### config.mk
export PLATFORM = sky130hd
export DESIGN_NAME = grid_first_fit_rect_allocator_core
export DESIGN_NICKNAME = d
export VERILOG_FILES = /design/src/hdl/gffra_pkg.sv /design/src/hdl/grid_first_fit_rect_allocator_core.sv
export SDC_FILE = /design/constraint.sdc
export NUM_CORES = 1
export LEC_CHECK = 0
export ABC_AREA = 1
export ABC_CLOCK_PERIOD_IN_PS = 3800
export BUFFER_PORTS_ARGS = -buffer_cell sky130_fd_sc_hd__buf_2
export CORE_MARGIN = 4
export CORE_UTILIZATION = 30
export CTS_BUF_LIST = sky130_fd_sc_hd__clkbuf_16
export DETAILED_ROUTE_END_ITERATION = 10
export SYNTH_ARGS = -nofsm -noshare
export SYNTH_HDL_FRONTEND = slang
export SYNTH_SLANG_ARGS = --single-unit
### constraint.sdc
create_clock -name clk -period 3.8 [get_ports clk]
set_input_delay 0.38 -clock clk [delete_from_list [all_inputs] [get_ports clk]]
set_output_delay 0.38 -clock clk [all_outputs]
set_load 0.01 [all_outputs]
### src/hdl/gffra_pkg.sv
// Package: types and codes of the grid first-fit rectangle allocator.
`timescale 1ns / 1ps
package gffra_pkg;

  localparam logic ACT_ALLOC = 1'b0;
  localparam logic ACT_CLEAR = 1'b1;

  localparam logic [1:0] ST_DONE     = 2'd0;
  localparam logic [1:0] ST_NO_ROOM  = 2'd1;
  localparam logic [1:0] ST_BAD_SPAN = 2'd2;

  localparam logic REG_FIXED_SLOTS    = 1'b0;
  localparam logic REG_WIDTH_IS_FIXED = 1'b1;

  localparam logic [4:0] FIXED_SLOTS_RESET = 5'd2;

  typedef struct packed {
    logic       action;
    logic [6:0] row_span;
    logic [6:0] column_span;
  } request_t;

  typedef struct packed {
    logic [5:0] row;
    logic [5:0] column;
    logic [1:0] status;
  } result_t;

endpackage

### src/hdl/grid_first_fit_rect_allocator_core.sv
// Top level: first-fit rectangle allocator over a line-per-word occupancy map.
`timescale 1ns / 1ps
// One item at a time. After reset, and on every clear request, the map is swept
// one line per cycle with busy high. A bad span request is answered from the
// check state. An allocate walks candidate lines: for each line it reads the window
// of req_lines words through the single memory read port (a read state and an
// accumulate state per word), then tests slot positions one per cycle with the
// shared shift-and-mask unit; on a hit, each line of the window is marked by a
// read state and a write state.
// The result strobe done is high for exactly one cycle and cannot be held off.
module grid_first_fit_rect_allocator_core #(
  parameter int FIXED_MAX = 16,
  parameter int LINES     = 64
) (
  input  logic               clk,
  input  logic               rst,
  input  logic               start,
  input  gffra_pkg::request_t request,
  output logic               busy,
  output logic               done,
  output gffra_pkg::result_t result,
  input  logic               cfg_valid,
  output logic               cfg_ready,
  input  logic               cfg_index,
  input  logic [4:0]         cfg_data
);
  import gffra_pkg::*;

  localparam int LW = $clog2(LINES);
  localparam int SW = $clog2(LINES + 128);
  localparam int FW = $clog2(FIXED_MAX + 1);

  typedef enum logic [8:0] {
    S_IDLE  = 9'b000000001,
    S_CLEAR = 9'b000000010,
    S_CHECK = 9'b000000100,
    S_LINE  = 9'b000001000,
    S_RD    = 9'b000010000,
    S_ACC   = 9'b000100000,
    S_SCAN  = 9'b001000000,
    S_MRD   = 9'b010000000,
    S_MWR   = 9'b100000000
  } state_t;

  state_t               state;
  logic [4:0]           fixed_slots;
  logic                 width_is_fixed;
  logic [LW-1:0]        clr_idx;
  logic                 clr_reply;
  logic [SW-1:0]        line;
  logic [6:0]           k;
  logic [6:0]           rl;
  logic [6:0]           rf_raw;
  logic [FW-1:0]        rf;
  logic [FW-1:0]        slot;
  logic [FIXED_MAX-1:0] acc;
  logic [FIXED_MAX-1:0] rdata;
  logic [FIXED_MAX-1:0] mem [LINES];

  logic [FW-1:0]        slots;
  logic [FIXED_MAX-1:0] run_mask;
  logic                 window_free;
  logic [SW-1:0]        addr_sum;
  logic [LW-1:0]        mem_addr;
  logic                 mem_we;
  logic [LW-1:0]        mem_waddr;
  logic [FIXED_MAX-1:0] mem_wdata;
  logic                 last_k;

  assign busy      = (state != S_IDLE);
  assign cfg_ready = !busy && !start;

  always_comb begin
    if (fixed_slots == 5'd0) begin
      slots = FW'(1);
    end else if (int'(fixed_slots) > FIXED_MAX) begin
      slots = FW'(FIXED_MAX);
    end else begin
      slots = FW'(fixed_slots);
    end
  end

  assign run_mask    = ~({FIXED_MAX{1'b1}} << rf);
  assign window_free = (((acc >> slot) & run_mask) == '0);
  assign addr_sum    = line + SW'(k);
  assign mem_addr    = addr_sum[LW-1:0];
  assign last_k      = (k == rl - 7'd1);

  assign mem_we    = (state == S_CLEAR) || (state == S_MWR);
  assign mem_waddr = (state == S_CLEAR) ? clr_idx : mem_addr;
  assign mem_wdata = (state == S_CLEAR) ? '0 : (rdata | (run_mask << slot));

  always_ff @(posedge clk) begin
    if (mem_we) begin
      mem[mem_waddr] <= mem_wdata;
    end
    rdata <= mem[mem_addr];
  end

  always_ff @(posedge clk) begin
    if (rst) begin
      fixed_slots    <= FIXED_SLOTS_RESET;
      width_is_fixed <= 1'b0;
    end else if (cfg_valid && cfg_ready) begin
      unique case (cfg_index)
        REG_FIXED_SLOTS:    fixed_slots    <= cfg_data;
        REG_WIDTH_IS_FIXED: width_is_fixed <= cfg_data[0];
        default:            fixed_slots    <= fixed_slots;
      endcase
    end
  end

  always_ff @(posedge clk) begin
    if (rst) begin
      state     <= S_CLEAR;
      clr_idx   <= '0;
      clr_reply <= 1'b0;
      done      <= 1'b0;
    end else begin
      done <= 1'b0;
      unique case (state)
        S_IDLE: begin
          if (start) begin
            if (request.action == ACT_CLEAR) begin
              clr_idx   <= '0;
              clr_reply <= 1'b1;
              state     <= S_CLEAR;
            end else begin
              rf_raw <= width_is_fixed ? request.column_span : request.row_span;
              rl     <= width_is_fixed ? request.row_span : request.column_span;
              state  <= S_CHECK;
            end
          end
        end
        S_CLEAR: begin
          if (clr_idx == LW'(LINES - 1)) begin
            state <= S_IDLE;
            if (clr_reply) begin
              done   <= 1'b1;
              result <= '{row: 6'd0, column: 6'd0, status: ST_DONE};
            end
          end else begin
            clr_idx <= clr_idx + LW'(1);
          end
        end
        S_CHECK: begin
          if (rf_raw == 7'd0 || rl == 7'd0 || 8'(rf_raw) > 8'(slots)) begin
            done   <= 1'b1;
            result <= '{row: 6'd0, column: 6'd0, status: ST_BAD_SPAN};
            state  <= S_IDLE;
          end else begin
            rf    <= FW'(rf_raw);
            line  <= '0;
            state <= S_LINE;
          end
        end
        S_LINE: begin
          if (line + SW'(rl) > SW'(LINES)) begin
            done   <= 1'b1;
            result <= '{row: 6'd0, column: 6'd0, status: ST_NO_ROOM};
            state  <= S_IDLE;
          end else begin
            k     <= '0;
            acc   <= '0;
            state <= S_RD;
          end
        end
        S_RD: begin
          state <= S_ACC;
        end
        S_ACC: begin
          acc <= acc | rdata;
          if (last_k) begin
            slot  <= '0;
            state <= S_SCAN;
          end else begin
            k     <= k + 7'd1;
            state <= S_RD;
          end
        end
        S_SCAN: begin
          if ((FW+1)'(slot) + (FW+1)'(rf) > (FW+1)'(slots)) begin
            line  <= line + SW'(1);
            state <= S_LINE;
          end else if (window_free) begin
            k     <= '0;
            state <= S_MRD;
          end else begin
            slot <= slot + FW'(1);
          end
        end
        S_MRD: begin
          state <= S_MWR;
        end
        S_MWR: begin
          if (last_k) begin
            done  <= 1'b1;
            state <= S_IDLE;
            if (width_is_fixed) begin
              result <= '{row: line[5:0], column: 6'(slot), status: ST_DONE};
            end else begin
              result <= '{row: 6'(slot), column: line[5:0], status: ST_DONE};
            end
          end else begin
            k     <= k + 7'd1;
            state <= S_MRD;
          end
        end
        default: begin
          state <= S_IDLE;
        end
      endcase
    end
  end

endmodule

### Yosys cells after proc, flatten, opt, wreduce, memory -nomap -nowiden

Memories as Yosys holds them, arrays and structs flattened. A register that Yosys moved wholly into a read port is not among the register bits.
Cells that the tools add are included.

| word-level totals | value |
|---|---|
| flip-flop bits (word level) | 92 |
| memories | 1 |
| output and inout port bits | 17 |
| bits in writable memories | 1,024 |

| cells by class | value |
|---|---|
| magnitude comparators | 4 |
| muxes and demuxes | 49 |
| add/subtract/negate cells | 8 |
| reductions and logical operators | 30 |
| bitwise logic cells | 8 |
| shifts and indexed selects | 3 |
| eq/ne operators | 29 |

Memories:

| name | words | bits a word | read ports | clocked after memory_dff | wr ports | line | text |
|---|---|---|---|---|---|---|---|
| mem | 64 | 16 | 1 | 1 | 1 | grid_first_fit_rect_allocator_core.sv:58 | `logic [FIXED_MAX-1:0] mem [LINES];` |

Operator list:

| operator | count |
|---|---|
| 2-to-1 mux 14 bit | 6 |
| one-hot mux 9 bit (9 select lines) | 1 |
| one-hot mux 14 bit (4 select lines) | 1 |
| 2-to-1 mux 7 bit | 7 |
| 2-to-1 mux 9 bit | 4 |
| 2-to-1 mux 16 bit | 2 |
| OR 16 bit | 2 |
| one-hot mux 16 bit (2 select lines) | 1 |
| 2-to-1 mux 5 bit | 6 |
| inequality test 2 bit, second input constant | 15 |
| 2-to-1 mux 6 bit | 4 |
| 2-to-1 mux 8 bit | 3 |
| one-hot mux 7 bit (3 select lines) | 1 |
| bitwise AND 16 bit | 1 |
| zero test 16 bit | 1 |
| inverter 16 bit | 1 |
| one-hot mux 8 bit (2 select lines) | 1 |
| << shifter 16 x 5 -> 16 bit | 1 |
| << shifter 16 x 5 -> 16 bit, first input constant | 1 |
| right shift 16 x 5 -> 16 bit | 1 |
| zero test 7 bit | 2 |
| one-hot mux 6 bit (2 select lines) | 1 |
| AND reduction 3 bit | 4 |
| AND reduction 4 bit | 3 |
| other kinds (44) | 61 |

### Longest topological paths before layout

| logic depth | value |
|---|---|
| depth in word-level cells | 7 |
| mapped depth | 19 |
| gate-level depth less buffers | 19 |

### Worst setup path after synthesis

Ideal clock, no wire load.

| path | value |
|---|---|
| path kind | register to register |
| start | reg slot[1] |
| end | mem mem[0][13], data pin |
| path slack | 200 ps |
| stages on the path, launching flop included | 11 |
| data arrival time | 3,101 ps |
| buffers on the path | 3 |
| required time | 3,301 ps |
| library setup time | 499 ps |
| cells stage by stage | edfxtp_1 buf_2 inv_1 buf_2 buf_1 nand2_1 nand2_1 o21ai_0 o21ai_0 a21oi_1 nor2_1 |

| on the way | value |
|---|---|
| cells in the longest elaborated chain, start to end | 3 |

RTL lines:

| element | line | text |
|---|---|---|
| from (decl) | grid_first_fit_rect_allocator_core.sv:55 | `logic [FW-1:0] slot;` |
| from (signal assigned) | grid_first_fit_rect_allocator_core.sv:189 | `slot <= slot + FW'(1);` |
| << shifter 16 x 5 -> 16 bit | grid_first_fit_rect_allocator_core.sv:91 | `assign mem_wdata = (state == S_CLEAR) ? '0 : (rdata \| (run_mask << slot));` |
| OR 16 bit | grid_first_fit_rect_allocator_core.sv:91 |  |
| 2-to-1 mux 16 bit | grid_first_fit_rect_allocator_core.sv:91 |  |
| net mem_wdata[13] | grid_first_fit_rect_allocator_core.sv:67 | `logic [FIXED_MAX-1:0] mem_wdata;` |
| to (decl) | grid_first_fit_rect_allocator_core.sv:58 |  |

The timed path passes the listed nets, and every way through them passes these cells.

### Final worst setup path

| path | value |
|---|---|
| start | reg line[0] |
| end | reg rdata[13] (read register of mem) |

| on the way | value |
|---|---|
| cells in the longest elaborated chain, start to end | 1 |

RTL lines:

| element | line | text |
|---|---|---|
| from (decl) | grid_first_fit_rect_allocator_core.sv:50 | `logic [SW-1:0] line;` |
| from (signal assigned) | grid_first_fit_rect_allocator_core.sv:183 | `line <= line + SW'(1);` |
| adder 6 bit | grid_first_fit_rect_allocator_core.sv:85 | `assign addr_sum = line + SW'(k);` |
| to (decl) | grid_first_fit_rect_allocator_core.sv:57 | `logic [FIXED_MAX-1:0] rdata;` |

Every way passes these cells.
A chain may end at the register's enable or synchronous reset.

==> impl_metrics.csv <==
group,metric,value,unit
clock_network,cts_buffer_depth,3,
timing,maxSlewViolCount,0,
power_and_ir_drop,combPwrFrac,0.057,
cells_and_area,syn2layout_area_growth,16.7,%
cells_and_area,fin_nets,4109,
global_route,grt_overflow_total,0,
cells_and_area,layout-drive-gt1-share,0.107,
critical_path,end_kind,"flip-flop",
synth,synth_area,47200,µm²
synth,synthTopCellsByCount,"edfxtp_1, nor2_1, o21ai_0",
critical_path,critPathTopFamily,"adder cells",
synth,synth-edff-count,1093,
place,gp_congestion,0.846,
clock_network,clk_pin_slew_worst_paths,70,ps
power_and_ir_drop,power_density,500,nW/µm²
clock_network,tritoncts,"yes",
timing,rsz0062_at_grt,"false",
floorplan,pin_count,42,
clock_network,insertion_delay,730,ps
power_and_ir_drop,switching_power,6150,µW
timing,worst_slew_pin_slew,1090,ps
global_route,grt_max_degree,197,
timing,whs,50.4,ps
synth,post-synth-top-area-fraction,0.695,
global_route,grt_first_pass_wirelength,203000,µm
critical_path,cp_max_fo,38,
synth,synth.avg_cell_area,12.0,µm²
floorplan,die-width,405,µm
timing,relSlewSlack,0.271,
detailed_routing,drt_iter0_drc,3550,
critical_path,cp_slowest_cell,"fa_4",
critical_path,start_kind,"flip-flop",
clock_network,cts_setup_buffers,0,
floorplan,die_y,405,µm
min_path,holdCritPathClass,"in2reg",
critical_path,cp_slowest_stage_delay,890,ps
place,dp_slack,65.3,ps
critical_path,cp_cell_sequence,"ha_4, fa_4, inv_8, buf_12, buf_12, o21ai_0, o22ai_1, nand2_1, nand3_1, a211oi_1, a21oi_1",
synth,synthArstFlopShare,0,
synth,synth_area_leaders,"edfxtp_1, o21ai_0, nor2_1, nand2_1, o221ai_1",
detailed_routing,wirelength,137000,µm
run_status,status,"finished with violations",
critical_path,r2r_slack,-20,ps
critical_path,crit_top_cell,"buf_12",
critical_path,worstPathArrival,4380,ps
synth,yosysSeqAreaShare,0.712,
timing,fmaxAchievable,0.262,GHz
global_route,grt_pass1_vias,31400,
power_and_ir_drop,power.total,27600,µW
floorplan,initial_core_util,0.302,
detailed_routing,firstDrtPassIters,5,
place,hpwlAfterDp,82200,µm
synth,yosysWarnings,0,
floorplan,die-area,164000,µm²
timing,setup_viol,1,
min_path,worstHoldStart,"request[6]",
power_and_ir_drop,p_sw_frac,0.223,
timing,fin_crit_sh,1.01,
clock_network,htreeDepth,3,
cells_and_area,multi_input_area,12200,µm²
global_route,grt_usage,0.163,
clock_network,cts.sinks,1132,
run,cap_violations,0,
synth,ys_types,46,
place,dp_cells,5970,
min_path,min_path_cells,3,
power_and_ir_drop,internal_power,21400,µW
cells_and_area,diodes,0,
synth,synthCells,3936,
synth,synth-seq-cells,1132,
synth,ys.flop_type,"edfxtp_1",
power_and_ir_drop,leakagePower,0.0185,µW
critical_path,r2r-end,"rdata[13]",
synth,syn-num-nets,3996,
cells_and_area,fillers,15100,
synth,synth_most_common_cell,"edfxtp_1",
critical_path,reg2reg_depth,11,
detailed_routing,via_per_inst,5.25,
cells_and_area,instances_no_fill,6207,
clock_network,cts_root_buffer,"clkbuf_16",
critical_path,crit_buf_inv,3,
floorplan,rows,145,
cells_and_area,regArea,33600,µm²
global_route,antenna_found_initial,1,
detailed_routing,avgRoutedWirePerCell,22.1,µm
detailed_routing,ant_nets,0,
power_and_ir_drop,irDropWorstVdd,0.419,mV
synth,synth_top_area_cell,"edfxtp_1",
timing,finClkSkew,62.9,ps
detailed_routing,via_count,32600,
detailed_routing,drc,0,
critical_path,path_class,"reg2reg",
place,port_buffers,41,
run_status,failed_checks,"setup timing",
power_and_ir_drop,pwr-share-seq,0.522,
critical_path,r2r-start,"line[0]",
timing,fin_crit,3820,ps
critical_path,required,4360,ps
power_and_ir_drop,clkPwrFrac,0.421,
timing,hold_violations,0,
floorplan,design.core.area,156000,µm²
timing,setup_slack,-20.2,ps
clock_network,cts_inserted_buffers,114,
min_path,min_to,"rf_raw[6]",
[metal layers]
metal / part of all wire / wire (µm) / vias up / track usage
met3: 0.080 / 10900 / 238 / 0.0305
li1: - / - / 14700 / -
met4: 0.042 / 5800 / 0 / 0.0686
met2: 0.46 / 63200 / 1421 / 0.256
met1: 0.42 / 57400 / 16200 / 0.222
met5: 0 / 0 / - / 0
[through the flow]
| step | util | cell area [µm²] | setup TNS, ps |
|---|---|---|---|
| finish | 0.353 | 55100 | -20.2 |
| CTS | 0.352 | 55000 | 0 |
| global route | 0.353 | 55100 | 0 |
| floorplan | - | 47200 | 0 |
| global placement | 0.326 | 50900 | 0 |
| detailed placement | 0.326 | 50900 | 0 |
[sequential cells by signal, summed over array words and instances (netlist names), 5 cells and up]
name,cells
mem,1024
acc,16
rdata,16
result,14
state,9
line,8
k,7
rf_raw,7
rl,7
clr_idx,6
fixed_slots,5
rf,5
slot,5
[power groups by stage]
| stage | clock (µW) | sequential (µW) | combinational, µW |
|---|---|---|---|
| final | 11600 | 14400 | 1560 |
| after global routing | 12300 | 14400 | 1640 |
| after CTS | 11800 | 14400 | 1550 |
| after detailed placement | 0 | 14700 | 1530 |
| after global placement | 0 | 14600 | 1510 |
| after floorplan | 0 | 14700 | 625 |
[placed cells by master, fill, tap and decap left out, types with 13 or more instances in the layout]
master / n
o22ai_1: 117
clkinv_1: 29
nor2_1: 707
inv_1: 137
o21ai_1: 14
o21ai_0: 579
buf_12: 39
dlygate4sd3_1: 21
o221ai_1: 137
a21oi_1: 112
a31oi_1: 30
clkbuf_16: 117
nand3_1: 202
nand2_1: 364
nand4_1: 13
edfxtp_1: 1093
buf_4: 149
buf_2: 41
a211oi_1: 23
clkinv_2: 15
bufinv_16: 18
dfxtp_1: 39
ha_1: 31
[cell type report]
| class | instances | area share |
|---|---|---|
| flip-flops and latches | 1132 | 0.610 |
| multi-input cells | 2425 | 0.221 |
| clock buffers | 117 | 0.0532 |
| well taps | 2058 | 0.0468 |
| repair buffers | 250 | 0.0420 |
| clock inverters | 99 | 0.0177 |
| inverters | 126 | 0.00891 |
[how the worst max path moves through the flow]
stage | start | endpoint | slack (ps) | cells after the start
2_1_floorplan | slot[1] | mem[0][13] | 200 | 10
3_3_place_gp | line[0] | rdata[11] | 90 | 11
3_5_place_dp | line[0] | rdata[14] | 70 | 11
4_1_cts | line[0] | rdata[11] | 0.03 | 11
5_1_grt | line[0] | rdata[13] | 4 | 11
6_report | line[0] | rdata[13] | -20 | 11
[logic make-up after synthesis]
| kind of cell | after synthesis | share of synthesized area |
|---|---|---|
| buffers and inverters | 379 | 0.0325 |
| AOI/OAI and AO/OA | 1045 | 0.129 |
| and+or+nand+nor | 1330 | 0.114 |
| muxes | 1 | 0.000212 |
| adders and majority gates | 35 | 0.00976 |
| xor gates and xnor gates | 14 | 0.00260 |
| DFF | 1132 | 0.712 |
[worst reg2reg max path: stages, from the launching register on]
cell	delay [ps]
edfxtp_1	520
ha_4	230
fa_4	890
inv_8	140
buf_12	240
buf_12	220
o21ai_0	130
o22ai_1	110
nand2_1	120
nand3_1	250
a211oi_1	770
a21oi_1	70
[repair_timing]
item	in CTS	in global routing
resized for setup	0	5
hold endpoints to repair	23	0
setup endpoints to repair	0	3
hold buffers	21	0
No activity file was read; power rests on OpenSTA's default activity.
